File: src/sv/gss_pkg.sv
`timescale 1ns / 1ps
// Shared types, constants and the gear decode function for the gear shift sequencer.
// Used by gss_step and gearshift_sequencer; depends on nothing else.

package gss_pkg;

	localparam int unsigned CFG_W = 16;

	typedef enum logic [2:0] {
		REG_PULSE_MID      = 3'd0,
		REG_PULSE_UP       = 3'd1,
		REG_PULSE_DOWN     = 3'd2,
		REG_PULSE_NEUTRAL  = 3'd3,
		REG_DEAD_TIME      = 3'd4,
		REG_HOLD_SHORT     = 3'd5,
		REG_HOLD_LONG      = 3'd6,
		REG_SETTLE_LOCK    = 3'd7
	} reg_idx_t;

	typedef enum logic [2:0] {
		PH_IDLE    = 3'd0,
		PH_DOWN    = 3'd1,
		PH_UP      = 3'd2,
		PH_NEUTRAL = 3'd3,
		PH_HOLD    = 3'd4,
		PH_RETURN  = 3'd5
	} phase_t;

	localparam logic [2:0] GEAR_NEUTRAL = 3'd0;
	localparam logic [2:0] GEAR_FIRST   = 3'd1;
	localparam logic [2:0] GEAR_TOP     = 3'd6;
	localparam logic [2:0] GEAR_INVALID = 3'd7;

	// upper ADC limit of gears one to five, then the lower ADC limit of top gear
	localparam logic [7:0] GEAR_WIN [6] = '{8'd91, 8'd133, 8'd166, 8'd194, 8'd220, 8'd233};
	localparam logic [8:0] TOP_SPAN = 9'd10;

	localparam logic [CFG_W-1:0] RST_PULSE_MID     = 16'd3100;
	localparam logic [CFG_W-1:0] RST_PULSE_UP      = 16'd1707;
	localparam logic [CFG_W-1:0] RST_PULSE_DOWN    = 16'd4292;
	localparam logic [CFG_W-1:0] RST_PULSE_NEUTRAL = 16'd2538;
	localparam logic [CFG_W-1:0] RST_DEAD_TIME     = 16'd500;
	localparam logic [CFG_W-1:0] RST_HOLD_SHORT    = 16'd200;
	localparam logic [CFG_W-1:0] RST_HOLD_LONG     = 16'd300;
	localparam logic [CFG_W-1:0] RST_SETTLE_LOCK   = 16'd180;

	typedef struct packed {
		logic [CFG_W-1:0] pulse_mid;
		logic [CFG_W-1:0] pulse_up;
		logic [CFG_W-1:0] pulse_down;
		logic [CFG_W-1:0] pulse_neutral;
		logic [CFG_W-1:0] dead_time_ms;
		logic [CFG_W-1:0] hold_short_ms;
		logic [CFG_W-1:0] hold_long_ms;
		logic [CFG_W-1:0] settle_lock_ms;
	} cfg_t;

	typedef struct packed {
		logic [15:0] since_move_ms;
		logic [15:0] settle_lock;
		logic        busy_flag;
		phase_t      seq_phase;
		logic        long_hold;
		logic [15:0] pulse_reg;
	} state_t;

	// input beat, lowest field in the lowest bits
	typedef struct packed {
		logic [4:0] pad;
		logic [7:0] gear_sample;
		logic       neutral_switch;
		logic       down_request;
		logic       up_request;
		logic [7:0] elapsed_ms;
	} item_t;

	// result beat, lowest field in the lowest bits
	typedef struct packed {
		logic [2:0]  phase;
		logic        shift_busy;
		logic        servo_enable;
		logic [15:0] servo_pulse;
		logic [2:0]  gear_now;
	} result_t;

	function automatic logic [2:0] decode_gear(input logic nsw, input logic [7:0] s);
		logic [2:0] g;
		g = GEAR_INVALID;
		if (!nsw) begin
			g = GEAR_NEUTRAL;
		end else if (s <= GEAR_WIN[0]) begin
			g = GEAR_FIRST;
		end else if (s >= GEAR_WIN[5] && {1'b0, s} <= {1'b0, GEAR_WIN[5]} + TOP_SPAN) begin
			g = GEAR_TOP;
		end else begin
			// first matching window wins, so scan downward
			for (int k = 4; k >= 1; k--) begin
				if (s >= GEAR_WIN[k-1] && s <= GEAR_WIN[k]) begin
					g = 3'(k + 1);
				end
			end
		end
		return g;
	endfunction

endpackage

File: src/sv/gearshift_sequencer.sv
`timescale 1ns / 1ps
// Top level of the gear shift sequencer: stream ports, config registers, pipeline.
// Depends on gss_pkg and gss_step.

// One input beat is one control tick and yields exactly one result beat. A beat is
// captured into an input register, and in the cycle it moves on the sequencer state
// (time since last servo move, settle lock, phase, servo pulse) is updated and the
// result is written into the output register. Throughput is one beat per clock while
// the master side keeps taking results; a beat passes the input register and then the
// result register on its way to the master side. Both stages advance together
// whenever the result register is empty or being drained; while a finished result
// waits, the input register takes one more beat and then holds the slave side off.
// Config registers are written through cfg_we/cfg_index/cfg_data and must only
// change while no beat is in flight.

module gearshift_sequencer (
	input  logic        clk,
	input  logic        arst_n,
	input  logic        s_tvalid,
	output logic        s_tready,
	// [7:0] elapsed_ms, [8] up_request, [9] down_request, [10] neutral_switch,
	// [18:11] gear_sample, [23:19] zero
	input  logic [23:0] s_tdata,
	output logic        m_tvalid,
	input  logic        m_tready,
	// [2:0] gear_now, [18:3] servo_pulse, [19] servo_enable, [20] shift_busy,
	// [23:21] phase
	output logic [23:0] m_tdata,
	input  logic        cfg_we,
	input  logic [2:0]  cfg_index,
	input  logic [15:0] cfg_data
);

	gss_pkg::cfg_t    cfg_q;
	gss_pkg::state_t  st_q;
	gss_pkg::state_t  st_nxt;
	gss_pkg::item_t   item_s1;
	logic             vld_s1;
	gss_pkg::result_t res_nxt;
	gss_pkg::result_t res_s2;
	logic             vld_s2;
	logic             adv;

	// move the held beat on when the result register is free or draining
	assign adv      = vld_s1 && (!vld_s2 || m_tready);
	assign s_tready = !vld_s1 || adv;
	assign m_tvalid = vld_s2;
	assign m_tdata  = res_s2;

	// config registers, write-only
	always_ff @(posedge clk or negedge arst_n) begin
		if (!arst_n) begin
			cfg_q.pulse_mid      <= gss_pkg::RST_PULSE_MID;
			cfg_q.pulse_up       <= gss_pkg::RST_PULSE_UP;
			cfg_q.pulse_down     <= gss_pkg::RST_PULSE_DOWN;
			cfg_q.pulse_neutral  <= gss_pkg::RST_PULSE_NEUTRAL;
			cfg_q.dead_time_ms   <= gss_pkg::RST_DEAD_TIME;
			cfg_q.hold_short_ms  <= gss_pkg::RST_HOLD_SHORT;
			cfg_q.hold_long_ms   <= gss_pkg::RST_HOLD_LONG;
			cfg_q.settle_lock_ms <= gss_pkg::RST_SETTLE_LOCK;
		end else if (cfg_we) begin
			case (cfg_index)
				gss_pkg::REG_PULSE_MID:     cfg_q.pulse_mid      <= cfg_data;
				gss_pkg::REG_PULSE_UP:      cfg_q.pulse_up       <= cfg_data;
				gss_pkg::REG_PULSE_DOWN:    cfg_q.pulse_down     <= cfg_data;
				gss_pkg::REG_PULSE_NEUTRAL: cfg_q.pulse_neutral  <= cfg_data;
				gss_pkg::REG_DEAD_TIME:     cfg_q.dead_time_ms   <= cfg_data;
				gss_pkg::REG_HOLD_SHORT:    cfg_q.hold_short_ms  <= cfg_data;
				gss_pkg::REG_HOLD_LONG:     cfg_q.hold_long_ms   <= cfg_data;
				gss_pkg::REG_SETTLE_LOCK:   cfg_q.settle_lock_ms <= cfg_data;
				default: begin
				end
			endcase
		end
	end

	// input stage
	always_ff @(posedge clk or negedge arst_n) begin
		if (!arst_n) begin
			vld_s1 <= 1'b0;
		end else if (s_tready) begin
			vld_s1 <= s_tvalid;
		end
	end

	always_ff @(posedge clk) begin
		if (s_tvalid && s_tready) begin
			item_s1 <= s_tdata;
		end
	end

	gss_step u_step (
		.cfg    (cfg_q),
		.st     (st_q),
		.item   (item_s1),
		.st_nxt (st_nxt),
		.res    (res_nxt)
	);

	// sequencer state, advanced once per beat
	always_ff @(posedge clk or negedge arst_n) begin
		if (!arst_n) begin
			st_q.since_move_ms <= 16'd0;
			st_q.settle_lock   <= 16'd0;
			st_q.busy_flag     <= 1'b0;
			st_q.seq_phase     <= gss_pkg::PH_IDLE;
			st_q.long_hold     <= 1'b0;
			st_q.pulse_reg     <= gss_pkg::RST_PULSE_MID;
		end else if (adv) begin
			st_q <= st_nxt;
		end
	end

	// result register
	always_ff @(posedge clk or negedge arst_n) begin
		if (!arst_n) begin
			vld_s2 <= 1'b0;
		end else if (adv) begin
			vld_s2 <= 1'b1;
		end else if (m_tready) begin
			vld_s2 <= 1'b0;
		end
	end

	always_ff @(posedge clk) begin
		if (adv) begin
			res_s2 <= res_nxt;
		end
	end

	// busy and a non-idle phase go together
	assert property (@(posedge clk) disable iff (!arst_n)
		st_q.busy_flag == (st_q.seq_phase != gss_pkg::PH_IDLE))
		else $error("busy flag and sequencer phase disagree");

	// a busy result always has the servo enabled
	assert property (@(posedge clk) disable iff (!arst_n)
		(m_tvalid && res_s2.shift_busy) |-> res_s2.servo_enable)
		else $error("busy result without servo enable");

	// a stalled result is never overwritten
	assert property (@(posedge clk) disable iff (!arst_n)
		(vld_s2 && !m_tready) |-> !adv)
		else $error("result register overwritten while stalled");

	// the state only moves when a beat moves into the result register
	assert property (@(posedge clk) disable iff (!arst_n)
		!adv |=> $stable(st_q))
		else $error("sequencer state changed without a beat");

endmodule

File: src/sv/gss_step.sv
`timescale 1ns / 1ps
// One control tick of the shift sequencer: timers, gear decode, next state and result.
// Purely combinational; depends on gss_pkg.

module gss_step (
	input  gss_pkg::cfg_t    cfg,
	input  gss_pkg::state_t  st,
	input  gss_pkg::item_t   item,
	output gss_pkg::state_t  st_nxt,
	output gss_pkg::result_t res
);

	logic [16:0] since_sum;
	logic [15:0] since_sat;
	logic [15:0] lock_dec;
	logic [15:0] el_ext;
	logic [2:0]  gear;
	logic [15:0] hold_lim;

	assign el_ext    = {8'd0, item.elapsed_ms};
	assign since_sum = {1'b0, st.since_move_ms} + {1'b0, el_ext};
	assign since_sat = since_sum[16] ? 16'hFFFF : since_sum[15:0];
	assign lock_dec  = (st.settle_lock > el_ext) ? (st.settle_lock - el_ext) : 16'd0;
	assign gear      = gss_pkg::decode_gear(item.neutral_switch, item.gear_sample);
	assign hold_lim  = st.long_hold ? cfg.hold_long_ms : cfg.hold_short_ms;

	// next state
	always_comb begin
		st_nxt               = st;
		st_nxt.since_move_ms = since_sat;
		st_nxt.settle_lock   = lock_dec;
		if (!st.busy_flag && since_sat > cfg.dead_time_ms) begin
			if (item.up_request && gear < gss_pkg::GEAR_TOP) begin
				st_nxt.busy_flag = 1'b1;
				if (gear == gss_pkg::GEAR_NEUTRAL) begin
					st_nxt.seq_phase = gss_pkg::PH_DOWN;
					st_nxt.long_hold = 1'b1;
				end else begin
					st_nxt.seq_phase = gss_pkg::PH_UP;
					st_nxt.long_hold = 1'b0;
				end
			end else if (item.down_request && gear != gss_pkg::GEAR_NEUTRAL) begin
				st_nxt.busy_flag = 1'b1;
				st_nxt.long_hold = 1'b1;
				st_nxt.seq_phase = (gear == gss_pkg::GEAR_FIRST) ? gss_pkg::PH_NEUTRAL
				                                                 : gss_pkg::PH_DOWN;
			end
		end else begin
			case (st.seq_phase)
				gss_pkg::PH_DOWN: begin
					st_nxt.pulse_reg     = cfg.pulse_down;
					st_nxt.since_move_ms = 16'd0;
					st_nxt.seq_phase     = gss_pkg::PH_HOLD;
				end
				gss_pkg::PH_UP: begin
					st_nxt.pulse_reg     = cfg.pulse_up;
					st_nxt.since_move_ms = 16'd0;
					st_nxt.seq_phase     = gss_pkg::PH_HOLD;
				end
				gss_pkg::PH_NEUTRAL: begin
					st_nxt.pulse_reg     = cfg.pulse_neutral;
					st_nxt.since_move_ms = 16'd0;
					st_nxt.seq_phase     = gss_pkg::PH_HOLD;
				end
				gss_pkg::PH_HOLD: begin
					if (since_sat >= hold_lim) begin
						st_nxt.seq_phase = gss_pkg::PH_RETURN;
					end
				end
				gss_pkg::PH_RETURN: begin
					st_nxt.pulse_reg     = cfg.pulse_mid;
					st_nxt.since_move_ms = 16'd0;
					st_nxt.settle_lock   = cfg.settle_lock_ms;
					st_nxt.busy_flag     = 1'b0;
					st_nxt.seq_phase     = gss_pkg::PH_IDLE;
				end
				default: begin
				end
			endcase
		end
	end

	// result
	always_comb begin
		res.gear_now     = gear;
		res.servo_pulse  = st_nxt.pulse_reg;
		res.servo_enable = (st_nxt.settle_lock != 16'd0) || st_nxt.busy_flag;
		res.shift_busy   = st_nxt.busy_flag;
		// the return step reports as holding
		res.phase        = (st_nxt.seq_phase == gss_pkg::PH_RETURN) ? 3'(gss_pkg::PH_HOLD)
		                                                           : 3'(st_nxt.seq_phase);
	end

endmodule

File: config.mk
export PLATFORM = sky130hd
export DESIGN_NAME = gearshift_sequencer
export DESIGN_NICKNAME = d
export VERILOG_FILES = /design/src/sv/gss_pkg.sv /design/src/sv/gearshift_sequencer.sv /design/src/sv/gss_step.sv
export SDC_FILE = /design/constraint.sdc
export NUM_CORES = 1
export LEC_CHECK = 0
export BUFFER_PORTS_ARGS = -buffer_cell sky130_fd_sc_hd__buf_2
export CAP_MARGIN = 40
export CELL_PAD_IN_SITES_DETAIL_PLACEMENT = 1
export CELL_PAD_IN_SITES_GLOBAL_PLACEMENT = 1
export CORE_ASPECT_RATIO = 0.9
export CORE_MARGIN = 4
export CORE_UTILIZATION = 50
export DETAILED_ROUTE_END_ITERATION = 10
export GPL_TIMING_DRIVEN = 0
export PLACE_DENSITY = 0.91
export SYNTH_ARGS = -nofsm -noshare
export SYNTH_HDL_FRONTEND = slang
export SYNTH_HIERARCHICAL = 1
export SYNTH_SLANG_ARGS = --single-unit
File: constraint.sdc
create_clock -name clk -period 13.55 [get_ports clk]
set_input_delay 2.0325 -clock clk [delete_from_list [all_inputs] [get_ports clk]]
set_output_delay 2.0325 -clock clk [all_outputs]
set_load 0.02 [all_outputs]
==> results.cfg <==
[global_routing]
grt-ovfl-total = 0
globalRouteTotalUtil_pct = 28.3
grt_antenna_before_repair = 0
grt_pass1_wl_mm = 58.4
grt_start_max_net_pins = 96
grt_pass1_vias = 9964

[layout]
final_core_util_pct = 57.9
layout_common_cells = mux2_2 (187), dfrtp_1 (138), nand2_1 (89), buf_2 (74), nor2_1 (56)
antennaDiodeCount = 0
fin_nets = 1215
layout.cells.non_filler = 1439
final_common_cell = mux2_2
synthToLayoutAreaGrowth_pct = 12.8
drive_above_1_share_pct = 36.4

[setup_path]
worstSetupStartpointType = flop
worst_setup_path_end_kind = flop
worstSetupPathType = reg2reg
cp_top_family = compound AO/OA/AOI/OAI gates
arrival_ns = 6.47
path_cells = ha_1 -> fa_1 -> a211oi_2 -> o211ai_2 -> nand3_1 -> clkbuf_1 -> nand2_1 -> mux2_2 -> ha_1 -> nand4_1 -> nor4_1 -> nand2_1 -> o211ai_1 -> o21bai_2 -> o21ai_2 -> clkbuf_1 -> o21ai_0 -> buf_4 -> mux2_2
cp.buffers_inverters = 3
path_max_fanout = 10
slowest_delay_ns = 0.50
worst_ep_required_time_ns = 13.96
worst-r2r-cell-count = 19
critical_path.startpoint = item_s1[0]
slowest_stage = clkbuf_1
r2r_start = item_s1[0]
r2r_slack_ns = 7.49
crit-reg2reg-capture = st_q[15]

[floorplanning]
die_w_um = 172
row_count = 53
die_h_um = 156
die_area_um2 = 26800
initial_core_util_pct = 51.3
core_region_area_um2 = 23600
pin_count = 74

[timing]
slew_viol_final = 0
min_period_ns = 6.06
tns_ns = 0
rsz0062_at_grt = no
maxSlewHeadroom_pct = 36.7
finalSetupViolations = 0
max_freq_mhz = 165
hold_viol_final = 0
final.setup.worst_slack_ns = 7.49
clock_skew_ns = 0.0212
worst_pin_slew_ns = 0.950
post-route-period-util_pct = 44.8

[min_path]
worstHoldEndpoint = cfg_q[47]
hold_class = reg2reg
hp-start = cfg_q[47]
min_path_cells = 1

[clocking]
clk_pin_slew_ns = 0.06
cts_hold_buf = 0
insertion_delay_ns = 0.53
cts_root_buffer = clkbuf_16
clockBufferDepth = 3
cts.repair.resized = 0
cts.sinks = 226
cts_tree = yes
cts_setup_buffers = 0
cts-buffers-inserted = 25
htree_levels = 1

[logic_synthesis]
synth_nets = 1122
synth.cell_area_um2 = 12100
synth.avg_cell_area_um2 = 11.8
synth_cells = 1025
yosys_warnings = 6

[power_and_ir_drop]
leakage_nw = 5.90
power_density_nw_per_um2 = 213
power_mw = 2.91
vdd_drop_max_mv = 0.124

[placement]
post-place-ws_ns = 7.72
dp_cells = 1393
dp_hpwl_mm = 24.8
port_buffers = 64
gp_congestion = 0.868

[routing]
drt-initial-drc-count = 703
firstDrtPassIters = 5
vias = 8984
via_per_inst = 6.24
detail-route-antenna-nets = 0
drc = 0
wl_mm = 37.5
wl_per_cell_um = 26.1

[run]
max_cap_violations = 0

[run_status]
status = finished, final reports clean
[final cells by class]
cell class / count / area [um^2]
Fill cell: 2441 / 9950
Sequential cell: 226 / 5930
Multi-Input combinational cell: 705 / 5670
Clock buffer: 36 / 687
Buffer: 62 / 393
Timing Repair Buffer: 66 / 385
Tap cell: 302 / 378
Inverter: 32 / 120
Clock inverter: 10 / 104
[flip-flops by register name, indices dropped and copies added, names as in the netlist]
name / count
cfg_q: 128
item_s1: 19
m_tdata: 24
m_tvalid: 1
st_q: 53
vld_s1: 1
[worst max path at each step]
stage	cells past startpoint	end	slack (ns)
6_report	19	st_q[15]	7.49
5_1_grt	19	st_q[7]	7.12
4_1_cts	19	st_q[7]	7.64
3_5_place_dp	19	st_q[15]	7.72
3_3_place_gp	1	cfg_q[84]	7.46
2_1_floorplan	19	st_q[5]	9.13
[per-stage QoR]
step | hold slack [ns] | instance area (um^2)
after floorplan | 0.457 | 12100
after global placement | 0.467 | 12800
after detailed placement | 0.493 | 12900
after CTS | 0.506 | 13700
after global routing | 0.524 | 13700
final | 0.505 | 13700
[metal layers]
metal  track usage, %  part of all wire (%)  up-vias  routed length [um]
met5                0                     0        -                   0
met4             10.4                   3.9        0                1450
met3             5.12                   6.1      124                2290
met2             48.9                    50      362               18800
met1             35.6                    40     4627               14900
li1                 -                     -     3871                   -
[where the power goes]
| group | switching, mW | internal [mW] | total [mW] |
|---|---|---|---|
| Clock | 0.283 | 0.391 | 0.674 |
| Combinational | 0.694 | 0.516 | 1.21 |
| Sequential | 0.128 | 0.902 | 1.03 |
| Total | 1.11 | 1.81 | 2.91 |
Note: power is estimated with default switching activity, not from simulation.
